--- src/rtl/npc_pkg.sv ---
// ----------------------------------------------------------------------------
// npc_pkg
// Shared types and codes for the nearest palette colour search block.
// ----------------------------------------------------------------------------
package npc_pkg;

	localparam int COLOR_W = 24;
	localparam int DIST_W  = 18;

	// Input opcodes
	localparam logic [1:0] OP_CLEAR = 2'd0;
	localparam logic [1:0] OP_ADD   = 2'd1;
	localparam logic [1:0] OP_QUERY = 2'd2;

	// Command kinds after decode
	typedef logic [1:0] kind_t;
	localparam kind_t KIND_NOP   = 2'd0;
	localparam kind_t KIND_CLEAR = 2'd1;
	localparam kind_t KIND_ADD   = 2'd2;
	localparam kind_t KIND_QUERY = 2'd3;

	// Result status codes
	localparam logic [1:0] STAT_OK    = 2'd0;
	localparam logic [1:0] STAT_EMPTY = 2'd1;
	localparam logic [1:0] STAT_FULL  = 2'd2;

	typedef struct packed {
		kind_t               kind;
		logic [COLOR_W-1:0]  color;
	} cmd_t;

	typedef struct packed {
		logic [COLOR_W-1:0]  color;
		logic [DIST_W-1:0]   dist_sq;
		logic                hit;
		logic [1:0]          status;
	} res_t;

endpackage

--- src/rtl/npc_ram.sv ---
// ----------------------------------------------------------------------------
// npc_ram
// Generic single write port, single read port RAM with registered read data.
// ----------------------------------------------------------------------------
module npc_ram #(
	parameter int WIDTH = 24,
	parameter int DEPTH = 64
) (
	input  logic                                  clk,
	input  logic                                  we,
	input  logic [((DEPTH > 1) ? $clog2(DEPTH) : 1)-1:0] waddr,
	input  logic [WIDTH-1:0]                      wdata,
	input  logic                                  re,
	input  logic [((DEPTH > 1) ? $clog2(DEPTH) : 1)-1:0] raddr,
	output logic [WIDTH-1:0]                      rdata
);

	logic [WIDTH-1:0] mem_q [DEPTH];

	always_ff @(posedge clk) begin
		if (we) begin
			mem_q[waddr] <= wdata;
		end
		if (re) begin
			rdata <= mem_q[raddr];
		end
	end

endmodule

--- src/rtl/npc_queue.sv ---
// ----------------------------------------------------------------------------
// npc_queue
// Two-entry register queue with push/full and pop/empty handshakes.
// ----------------------------------------------------------------------------
module npc_queue #(
	parameter int WIDTH = 8
) (
	input  logic             clk,
	input  logic             arst_n,
	input  logic             push,
	input  logic [WIDTH-1:0] wdata,
	output logic             full,
	input  logic             pop,
	output logic [WIDTH-1:0] rdata,
	output logic             empty
);

	logic [WIDTH-1:0] slot_q [2];
	logic             wr_ptr_q;
	logic             rd_ptr_q;
	logic [1:0]       cnt_q;
	logic             do_push;
	logic             do_pop;

	assign full    = (cnt_q == 2'd2);
	assign empty   = (cnt_q == 2'd0);
	assign rdata   = slot_q[rd_ptr_q];
	assign do_push = push && !full;
	assign do_pop  = pop && !empty;

	always_ff @(posedge clk or negedge arst_n) begin
		if (!arst_n) begin
			wr_ptr_q <= 1'b0;
			rd_ptr_q <= 1'b0;
			cnt_q    <= 2'd0;
		end else begin
			if (do_push) begin
				wr_ptr_q <= !wr_ptr_q;
			end
			if (do_pop) begin
				rd_ptr_q <= !rd_ptr_q;
			end
			if (do_push && !do_pop) begin
				cnt_q <= cnt_q + 2'd1;
			end else if (do_pop && !do_push) begin
				cnt_q <= cnt_q - 2'd1;
			end
		end
	end

	always_ff @(posedge clk) begin
		if (do_push) begin
			slot_q[wr_ptr_q] <= wdata;
		end
	end

endmodule

--- src/rtl/npc_front.sv ---
// ----------------------------------------------------------------------------
// npc_front
// Input side: decode each transfer into a command and hold it in a short
// queue until the search engine takes it.
// ----------------------------------------------------------------------------
module npc_front import npc_pkg::*; (
	input  logic               clk,
	input  logic               arst_n,
	input  logic               push,
	output logic               full,
	input  logic [1:0]         opcode,
	input  logic [COLOR_W-1:0] color,
	output logic               cmd_valid,
	output cmd_t               cmd,
	input  logic               cmd_pop
);

	cmd_t dec;
	logic cmd_empty;

	always_comb begin
		dec.color = color;
		case (opcode)
			OP_CLEAR: dec.kind = KIND_CLEAR;
			OP_ADD:   dec.kind = KIND_ADD;
			OP_QUERY: dec.kind = KIND_QUERY;
			default:  dec.kind = KIND_NOP;
		endcase
	end

	npc_queue #(
		.WIDTH ($bits(cmd_t))
	) u_cmd_queue (
		.clk    (clk),
		.arst_n (arst_n),
		.push   (push),
		.wdata  (dec),
		.full   (full),
		.pop    (cmd_pop),
		.rdata  (cmd),
		.empty  (cmd_empty)
	);

	assign cmd_valid = !cmd_empty;

endmodule

--- src/rtl/npc_back.sv ---
// ----------------------------------------------------------------------------
// npc_back
// Search engine: holds the palette and entry count, scans the palette one
// entry per cycle for adds (duplicate check) and queries (nearest colour).
// ----------------------------------------------------------------------------
module npc_back import npc_pkg::*; #(
	parameter int PALETTE_DEPTH = 64
) (
	input  logic clk,
	input  logic arst_n,
	input  logic cmd_valid,
	input  cmd_t cmd,
	output logic cmd_pop,
	input  logic res_space,
	output logic res_push,
	output res_t res
);

	localparam int AW = (PALETTE_DEPTH > 1) ? $clog2(PALETTE_DEPTH) : 1;
	localparam int CW = $clog2(PALETTE_DEPTH + 1);

	localparam logic S_IDLE = 1'b0;
	localparam logic S_SCAN = 1'b1;

	function automatic logic [15:0] chan_sq(input logic [7:0] a, input logic [7:0] b);
		logic [7:0] d;
		d = (a > b) ? (a - b) : (b - a);
		return d * d;
	endfunction

	logic               state_q;
	logic [CW-1:0]      count_q;
	logic [CW-1:0]      rd_q;
	kind_t              kind_q;
	logic [COLOR_W-1:0] color_q;
	logic               have_best_q;
	logic [COLOR_W-1:0] best_q;
	logic [DIST_W-1:0]  best_d_q;

	logic               v_s1;
	logic               v_s2;
	logic [COLOR_W-1:0] c_s2;
	logic [15:0]        sq_r_s2;
	logic [15:0]        sq_g_s2;
	logic [15:0]        sq_b_s2;

	logic               ram_we;
	logic [AW-1:0]      ram_waddr;
	logic [COLOR_W-1:0] ram_wdata;
	logic               ram_re;
	logic [COLOR_W-1:0] ram_rdata;

	logic               start;
	logic               scan_done;
	logic               go_scan;
	logic [DIST_W-1:0]  sum;
	logic               take;

	npc_ram #(
		.WIDTH (COLOR_W),
		.DEPTH (PALETTE_DEPTH)
	) u_palette (
		.clk   (clk),
		.we    (ram_we),
		.waddr (ram_waddr),
		.wdata (ram_wdata),
		.re    (ram_re),
		.raddr (rd_q[AW-1:0]),
		.rdata (ram_rdata)
	);

	always_comb begin
		start     = (state_q == S_IDLE) && cmd_valid && res_space;
		scan_done = (state_q == S_SCAN) && (rd_q == count_q) && !v_s1 && !v_s2;
		ram_re    = (state_q == S_SCAN) && (rd_q < count_q);
		cmd_pop   = start;
		go_scan   = start && (count_q != '0)
			&& ((cmd.kind == KIND_ADD) || (cmd.kind == KIND_QUERY));

		sum  = DIST_W'(sq_r_s2) + DIST_W'(sq_g_s2) + DIST_W'(sq_b_s2);
		take = v_s2 && (!have_best_q || (sum < best_d_q)
			|| ((sum == best_d_q) && (c_s2 < best_q)));

		res_push     = 1'b0;
		res.color    = cmd.color;
		res.dist_sq  = '0;
		res.hit      = 1'b0;
		res.status   = STAT_OK;
		ram_we       = 1'b0;
		ram_waddr    = count_q[AW-1:0];
		ram_wdata    = cmd.color;

		if (start) begin
			case (cmd.kind)
				KIND_ADD: begin
					if (count_q == '0) begin
						// first entry needs no duplicate scan
						res_push  = 1'b1;
						ram_we    = 1'b1;
						ram_waddr = '0;
					end
				end
				KIND_QUERY: begin
					if (count_q == '0) begin
						res_push   = 1'b1;
						res.status = STAT_EMPTY;
					end
				end
				default: res_push = 1'b1;
			endcase
		end

		if (scan_done) begin
			res_push  = 1'b1;
			ram_wdata = color_q;
			if (kind_q == KIND_QUERY) begin
				res.color   = best_q;
				res.dist_sq = best_d_q;
				res.hit     = (best_d_q == '0);
			end else begin
				res.color = color_q;
				// a zero distance means the colour is already stored
				if (best_d_q != '0) begin
					if (count_q == CW'(PALETTE_DEPTH)) begin
						res.status = STAT_FULL;
					end else begin
						ram_we = 1'b1;
					end
				end
			end
		end
	end

	always_ff @(posedge clk or negedge arst_n) begin
		if (!arst_n) begin
			state_q     <= S_IDLE;
			count_q     <= '0;
			rd_q        <= '0;
			v_s1        <= 1'b0;
			v_s2        <= 1'b0;
			have_best_q <= 1'b0;
		end else begin
			v_s1 <= ram_re;
			v_s2 <= v_s1;
			if (start && (cmd.kind == KIND_CLEAR)) begin
				count_q <= '0;
			end else if (ram_we) begin
				count_q <= count_q + CW'(1);
			end
			if (go_scan) begin
				state_q     <= S_SCAN;
				rd_q        <= '0;
				have_best_q <= 1'b0;
			end else if (scan_done) begin
				state_q <= S_IDLE;
			end else begin
				if (ram_re) begin
					rd_q <= rd_q + CW'(1);
				end
				if (take) begin
					have_best_q <= 1'b1;
				end
			end
		end
	end

	always_ff @(posedge clk) begin
		if (go_scan) begin
			kind_q  <= cmd.kind;
			color_q <= cmd.color;
		end
		c_s2    <= ram_rdata;
		sq_r_s2 <= chan_sq(ram_rdata[23:16], color_q[23:16]);
		sq_g_s2 <= chan_sq(ram_rdata[15:8], color_q[15:8]);
		sq_b_s2 <= chan_sq(ram_rdata[7:0], color_q[7:0]);
		if (take) begin
			best_q   <= c_s2;
			best_d_q <= sum;
		end
	end

endmodule

--- src/rtl/nearest_palette_color.sv ---
// Nearest palette colour search. Each transfer clears the palette, adds a
// colour, or queries the palette with a pixel; every transfer gives exactly
// one result, in order. Clear, unused opcodes, an add to an empty palette and
// a query on an empty palette are answered by the search engine without a
// scan. An add to, or a query on, a non-empty palette goes through these
// steps: take the command, read each entry from the single read port of the
// palette RAM, register the read data, the distance and compare stage, and
// hand the result over. Up to two commands queue ahead of the engine and up
// to two results queue behind it.
// ----------------------------------------------------------------------------
// nearest_palette_color
// Top level: command queue, search engine and result queue.
// ----------------------------------------------------------------------------
module nearest_palette_color import npc_pkg::*; #(
	parameter int PALETTE_DEPTH = 64
) (
	input  logic               clk,
	input  logic               arst_n,
	input  logic               push,
	output logic               full,
	input  logic [1:0]         opcode,
	input  logic [COLOR_W-1:0] color,
	output logic               empty,
	input  logic               pop,
	output logic [COLOR_W-1:0] match_color,
	output logic [DIST_W-1:0]  distance_sq,
	output logic               exact_hit,
	output logic [1:0]         status
);

	logic cmd_valid;
	cmd_t cmd;
	logic cmd_pop;
	logic res_full;
	logic res_push;
	res_t res;
	res_t res_head;

	npc_front u_front (
		.clk       (clk),
		.arst_n    (arst_n),
		.push      (push),
		.full      (full),
		.opcode    (opcode),
		.color     (color),
		.cmd_valid (cmd_valid),
		.cmd       (cmd),
		.cmd_pop   (cmd_pop)
	);

	npc_back #(
		.PALETTE_DEPTH (PALETTE_DEPTH)
	) u_back (
		.clk       (clk),
		.arst_n    (arst_n),
		.cmd_valid (cmd_valid),
		.cmd       (cmd),
		.cmd_pop   (cmd_pop),
		.res_space (!res_full),
		.res_push  (res_push),
		.res       (res)
	);

	npc_queue #(
		.WIDTH ($bits(res_t))
	) u_res_queue (
		.clk    (clk),
		.arst_n (arst_n),
		.push   (res_push),
		.wdata  (res),
		.full   (res_full),
		.pop    (pop),
		.rdata  (res_head),
		.empty  (empty)
	);

	assign match_color = res_head.color;
	assign distance_sq = res_head.dist_sq;
	assign exact_hit   = res_head.hit;
	assign status      = res_head.status;

endmodule

--- config.mk ---
export PLATFORM = sky130hd
export DESIGN_NAME = nearest_palette_color
export DESIGN_NICKNAME = d
export VERILOG_FILES = /design/src/rtl/npc_pkg.sv /design/src/rtl/npc_ram.sv /design/src/rtl/npc_queue.sv /design/src/rtl/npc_front.sv /design/src/rtl/npc_back.sv /design/src/rtl/nearest_palette_color.sv
export SDC_FILE = /design/constraint.sdc
export NUM_CORES = 2
export LEC_CHECK = 0
export ABC_CLOCK_PERIOD_IN_PS = 17300
export BUFFER_PORTS_ARGS = -buffer_cell sky130_fd_sc_hd__buf_2
export CAP_MARGIN = 20
export CORE_UTILIZATION = 45
export DETAILED_ROUTE_END_ITERATION = 6
export GPL_TIMING_DRIVEN = 0
export PLACE_DENSITY = 0.62
export SYNTH_ARGS = -nofsm -noshare
export SYNTH_HDL_FRONTEND = slang
export SYNTH_SLANG_ARGS = --single-unit
--- constraint.sdc ---
create_clock -name clk -period 17.3 [get_ports clk]
set_clock_uncertainty 0.2 [all_clocks]
set_input_delay 3.46 -clock clk [delete_from_list [all_inputs] [get_ports clk]]
set_output_delay 3.46 -clock clk [all_outputs]
set_load 0.05 [all_outputs]
Yosys cells after proc, flatten, opt, wreduce, memory -nomap -nowiden
Memory sizes are Yosys's and may differ from the RTL's. A register that Yosys moved wholly into a read port is not among the register bits.
Index checks and enable logic that the tools add are counted.
- bits in latches: 0
- register bits after elaboration: 166
- bits of input ports: 30
- output and inout port bits: 47
- ROM bits: 0
- memory bits (writable): 1678
- logic and storage cells: 159
- memories: 3
- memories (memory ; words ; bits a word ; read ports ; clocked after Yosys merged registers in ; wr ports ; RTL line ; RTL):
    u_back.u_palette.mem_q ; 64 ; 24 ; 1 ; 1 ; 1 ; npc_ram.sv:18 ; logic [WIDTH-1:0] mem_q [DEPTH];
    u_res_queue.slot_q ; 2 ; 45 ; 1 ; 0 ; 1 ; npc_queue.sv:18 ; logic [WIDTH-1:0] slot_q [2];
    u_front.u_cmd_queue.slot_q ; 2 ; 26 ; 1 ; 0 ; 1 ; npc_queue.sv:18 ;
- magnitude comparators: 6
- shift-type cells: 0
- bitwise gates (word level): 1
- add/sub/neg operators: 14
- reduce and logical (&&, ||, !) cells: 53
- multiplexer cells: 47
- div/mod/pow operators: 0
- equal/unequal tests: 12
- $mul: 3
- operators by type and width (kind ; number):
    multiplier 8 x 8 -> 16 bit ; 3
    two-way mux 24 bit ; 2
    subtractor 8 bit ; 6
    two-way mux 45 bit ; 1
    two-way mux 7 bit ; 5
    greater-than comparator 8 bit ; 3
    < comparator 24 bit ; 1
    two-way mux 8 bit ; 3
    two-way mux 1 bit ; 22
    logical AND 1 bit ; 19
    two-way mux 19 bit ; 1
    adder 18 x 16 -> 18 bit ; 1
    equality test 18 bit ; 1
    zero test 18 bit ; 1
    < comparator 18 bit ; 1
    two-way mux 2 bit ; 9
    two-way mux 6 bit ; 3
    nonzero test 18 bit ; 1
    adder 16 x 16 -> 17 bit ; 1
    zero test 1 bit ; 15
    adder 7 x 1 -> 7 bit (second input constant) ; 2
    equality test 2 bit (second input constant) ; 6
    nonzero test 2 bit ; 6
    equality test 7 bit ; 1
    other kinds (14) ; 22

Logic depth before layout (Yosys ltp)
- word-level depth: 11
- depth in mapped cells: 28

Cells and area by module
A second synthesis with hierarchy kept.
- cells, all modules: 4406
- area total of the unflattened synthesis: 79700.2 um^2
- modules (own cells, without submodules) (module ; area an instance (um^2) ; cells each ; instances ; seq. area each (um^2)):
    npc_ram ; 59535.8 ; 2610 ; 1 ; 46844.9
    npc_back ; 14285.0 ; 1529 ; 1 ; 3873.7
    npc_queue at u_res_queue ; 3643.5 ; 159 ; 1 ; 2802.7
    npc_queue at u_front.u_cmd_queue ; 2173.3 ; 100 ; 1 ; 1661.6
    npc_front ; 58.8 ; 7 ; 1 ; 0.0
    nearest_palette_color ; 3.8 ; 1 ; 1 ; 0.0

Worst setup path before layout
No wires, ideal clock.
- path kind: flip-flop to flip-flop
- start point: register u_back.sq_g_s2[3]
- end point: register u_back.best_d_q[0] (enable)
- stages on the path, launching flop included: 22
- setup slack: 9753 ps
- path buffers: 0
- data arrival time: 6847 ps
- setup time: 500 ps
- cells stage by stage: dfxtp_1 -> ha_1 -> a21oi_1 -> o21ai_0 -> a21o_1 -> a21oi_1 -> o21bai_1 -> a21oi_1 -> xnor2_1 -> ha_1 -> and4_1 -> a221oi_1 -> o21ai_0 -> a21oi_1 -> o21ai_0 -> a31oi_1 -> xnor2_1 -> ha_1 -> a21o_1 -> a21oi_1 -> o221ai_1 -> o21ai_0
- longest elaborated chain between the ends: 6
- elaborated cells on any way between the ends: 8
- ends and longest elaborated chain (item ; RTL line ; RTL):
    from (decl) ; npc_back.sv:44 ; logic [15:0] sq_g_s2;
    from (signal assigned) ; npc_back.sv:174 ; sq_g_s2 <= chan_sq(ram_rdata[15:8], color_q[15:8]);
    adder 16 x 16 -> 17 bit (*) ; npc_back.sv:80 ; sum = DIST_W'(sq_r_s2) + DIST_W'(sq_g_s2) + DIST_W'(sq_b_s2);
    adder 18 x 16 -> 18 bit (*) ; npc_back.sv:80 ;
    net u_back.sum[16] ; npc_back.sv:56 ; logic [DIST_W-1:0] sum;
    < comparator 18 bit / equality test 18 bit (equally long branches) ; npc_back.sv:81, npc_back.sv:82 ;
    logical OR 1 bit / logical AND 1 bit (equally long branches) ; npc_back.sv:81, npc_back.sv:82 ;
    logical OR 1 bit (*) ; npc_back.sv:82 ; || ((sum == best_d_q) && (c_s2 < best_q)));
    logical AND 1 bit (*) ; npc_back.sv:81 ; take = v_s2 && (!have_best_q || (sum < best_d_q)
    net u_back.take ; npc_back.sv:57 ; logic take;
    to (signal assigned) ; npc_back.sv:178 ; best_d_q <= sum;
    to (decl) ; npc_back.sv:38 ; logic [DIST_W-1:0] best_d_q;
The timed path passes the listed nets; every way through them passes the cells marked *.
A chain may end at the register's enable or synchronous reset.

Worst setup path in the final report
- start point: register u_back.sq_r_s2[3]
- end point: register u_back.best_q[21] (enable)
- longest elaborated chain between the ends: 6
- elaborated cells on any way between the ends: 8
- ends and longest elaborated chain (item ; RTL line ; RTL):
    from (decl) ; npc_back.sv:43 ; logic [15:0] sq_r_s2;
    from (signal assigned) ; npc_back.sv:173 ; sq_r_s2 <= chan_sq(ram_rdata[23:16], color_q[23:16]);
    adder 16 x 16 -> 17 bit (*) ; npc_back.sv:80 ;
    adder 18 x 16 -> 18 bit (*) ; npc_back.sv:80 ;
    net u_back.sum[16] ; npc_back.sv:56 ;
    < comparator 18 bit / equality test 18 bit (equally long branches) ; npc_back.sv:81, npc_back.sv:82 ;
    logical OR 1 bit / logical AND 1 bit (equally long branches) ; npc_back.sv:81, npc_back.sv:82 ;
    logical OR 1 bit (*) ; npc_back.sv:82 ;
    logical AND 1 bit (*) ; npc_back.sv:81 ;
    net u_back.take ; npc_back.sv:57 ;
    to (signal assigned) ; npc_back.sv:177 ; best_q <= c_s2;
    to (decl) ; npc_back.sv:37 ; logic [COLOR_W-1:0] best_q;
Marked as above.

==> flow_metrics.tcl <==
set metrics [dict create \
    synth_edf_count 1770 \
    yosys.area_share.simple_pct 3.12 \
    grt_pass1_vias 41324 \
    holdPathStages 0 \
    routed_wl_microns 202000 \
    drt_first_pass_iters 6 \
    ant_nets 0 \
    synth_area_leader_cell "edfxtp_1" \
    synthCells 4096 \
    vias_per_cell 5.78 \
    numCtsBuffers 192 \
    slowest_delay_ns 0.73 \
    crit_family "compound AO/OA/AOI/OAI gates" \
    cts_root_buf "clkbuf_16" \
    antenna_found_initial 17 \
    drc 0 \
    crit_type "reg2reg" \
    syn_area_sq_um 78800 \
    worstPathMaxFanout 25 \
    crit_path_frequent_cell "a21oi_1" \
    cts.clk_slew.worst_paths_ns 0.07 \
    cp-end-kind "register" \
    slew_violations 0 \
    synth_top_family_by_area "multiplexers" \
    slowest_stage "nor4_1" \
    cts_resized 0 \
    cap_violations 0 \
    min_to "u_back.v_s2$_DFF_PN0_" \
    port_buffers 76 \
    clockBufferDepth 3 \
    syn_avg_cell_area_sq_um 19.2 \
    cp.buffers_inverters 1 \
    syn_nets 4433 \
    pin_count 77 \
    cp.required_ns 17.58 \
    hp-class "reg2reg" \
    num_rows 153 \
    tritoncts "yes" \
    period_share_pct 42.2 \
    vias 40301 \
    fmax_mhz 137 \
    gp_congestion 0.867 \
    dp_hpwl_microns 141000 \
    setup_tns_ns 0 \
    synth-compound-area-share_pct 2.20 \
    post-cts-setup-buffers 0 \
    dieArea_sq_um 177000 \
    tightest_slew_ns 1.18 \
    relSlewSlack_pct 20.6 \
    synthAdderAreaFrac_pct 5.66 \
    reg2regPathDepth 25 \
    grt_max_degree 41 \
    syn_to_final_growth_pct 16.7 \
    start_util_pct 45.3 \
    synthFlopType "edfxtp_1" \
    coreArea_sq_um 174000 \
    hold_viol_final 0 \
    die_h_microns 420 \
    synthTopCellsByArea "edfxtp_1, mux4_2, ha_1" \
    die_w_microns 420 \
    yosysTopAreaCellShare_pct 67.5 \
    htree_levels 4 \
    wl_per_cell_microns 28.9 \
    setup_viol 0 \
    fill_cells 13716 \
    synth-xor-area-share_pct 1.29 \
    synthDistinctLibCells 70 \
    r2r_start "u_back.sq_r_s2[3]$_DFF_P_" \
    muxShareOfSynthArea_pct 15.7 \
    ctsHoldBuffers 0 \
    grt-ovfl-total 0 \
    critical_path_arrival_ns 7.59 \
    grt_setup_unrepaired "false" \
    status "complete, no violations" \
    cts_sinks 1865 \
    rrSetupSlack_ns 9.99 \
    grt_usage_pct 23.3 \
    synth-seq-area-share_pct 70.0 \
    drt_iter0_markers 4543 \
    drive_gt1_share_pct 26.2 \
    worst_skew_pair.late_latency_ns 0.87 \
    ys_ff_latch 1865 \
    hold_start "u_back.v_s1$_DFF_PN0_" \
    min_period_ns 7.31 \
    r2r_end "u_back.best_q[21]$_DFFE_PP_" \
    async_flop_share_pct 1.39 \
    yosysWarnings 0 \
    final_nets 4825 \
    grt_pass1_wl_microns 291000 \
    worst_setup_path_start_kind "register" \
]
==> Yosys cell counts, types with 4 or more instances <==
cell type	count
a211oi_1	6
a21o_1	32
a21oi_1	112
a31oi_1	31
and2_1	10
and3_1	18
buf_1	20
buf_2	42
clkbuf_1	95
dfrtp_1	26
dfxtp_1	69
edfxtp_1	1770
fa_1	82
ha_1	225
inv_1	246
mux2_2	70
mux2i_1	19
mux4_2	504
nand2_1	93
nand2b_1	15
nand3_1	24
nand4_1	19
nor2_1	234
nor2b_1	14
nor3_1	46
nor3b_1	5
nor4_1	7
o21a_1	17
o21ai_0	45
o21bai_1	9
o31a_1	6
or2_2	14
or3_1	9
xnor2_1	77
xor2_1	32
xor2_2	4
==> metrics by stage <==
stage	utilization, %	hold WS, ns	cell area (sq um)	instances	setup WS [ns]
final	52.9	0.169	91900	6977	9.99
after detailed placement	49.1	0.163	85400	6612	9.92
after global placement	47.2	0.161	82100	6497	7.11
after global routing	52.9	0.195	91900	6973	9.51
after floorplan	-	0.154	78800	4096	9.75
after CTS	52.8	0.169	91800	6966	9.87
==> routing by layer <==
metal | GRT usage (%) | routed length (microns) | vias up
met4 | 8.89 | 7080 | 8
met5 | 0 | 42 | -
li1 | - | - | 17092
met1 | 31.4 | 81900 | 21384
met3 | 3.72 | 13300 | 323
met2 | 38.1 | 99500 | 1494
==> how the worst max path moves through the flow <==
stage	start	end	slack [ns]	cells after the start
after floorplan	u_back.sq_g_s2[3]$_DFF_P_	u_back.best_d_q[0]$_DFFE_PP_	9.75	21
after global placement	u_back.sq_g_s2[3]$_DFF_P_	u_back.best_q[18]$_DFFE_PP_	7.11	21
after detailed placement	u_back.sq_r_s2[3]$_DFF_P_	u_back.best_q[18]$_DFFE_PP_	9.92	25
after CTS	u_back.sq_r_s2[3]$_DFF_P_	u_back.best_q[14]$_DFFE_PP_	9.87	25
after global routing	u_back.sq_r_s2[3]$_DFF_P_	u_back.best_q[14]$_DFFE_PP_	9.51	25
final	u_back.sq_r_s2[3]$_DFF_P_	u_back.best_q[21]$_DFFE_PP_	9.99	25
==> kinds of logic (layout without fill, tap and decap cells) <==
logic type,after synthesis,after routing
DFF,1865,1865
muxes,595,595
and+or+nand+nor,527,527
buffers and inverters,406,958
adders and majority gates,307,307
AOI/OAI and AO/OA,283,283
xor gates and xnor gates,113,113
other,0,4
==> sequential cells by signal, summed over array words and instances (netlist names), 18 cells and up <==
name and count:
u_back.best_d_q 18, u_back.best_q 24, u_back.c_s2 24, u_back.color_q 24
u_back.u_palette.mem_q 1536, u_back.u_palette.rdata 24, u_front.u_cmd_queue.slot_q 52, u_res_queue.slot_q 90
==> area by class of cell <==
class	count	area, sq um	area share, %
clock inverters	113	1320	1.44
clock buffers	241	5100	5.55
repair buffers	198	3030	3.29
multi-input cells	1825	22800	24.8
flip-flops and latches	1865	55200	60.0
plain buffers	159	663	0.721
well taps	2325	2910	3.16
diodes	4	10.0	0.0109
inverters	247	927	1.01
==> cells in the final DEF, fill, tap and decap left out, types with 10 or more instances in the layout <==
cell type      n
clkinv_2      30
mux4_2       504
nand3_1       24
fa_1          82
nor2b_1       14
or2_2         14
buf_1         19
a21oi_4       24
buf_2        119
bufinv_16     19
nor3_1        45
nor2_1       168
o21ai_0       44
clkinvlp_4    10
buf_16        44
xor2_1        32
dfrtp_1       26
clkbuf_1     133
and3_1        17
a21o_1        32
nand4_1       19
nand2_1       93
mux2_2        70
buf_12        59
xnor2_1       77
o21a_1        17
inv_1        246
a31oi_1       31
clkbuf_16    193
a21oi_1       88
nor2_4        65
nand2b_1      15
dfxtp_1       69
mux2i_1       19
ha_1         225
buf_8         12
edfxtp_1    1770
clkinv_1      38
Power is left out: the tool's default activity adds up to more than one toggle a clock period on the data nets, which glitch-free logic cannot reach.
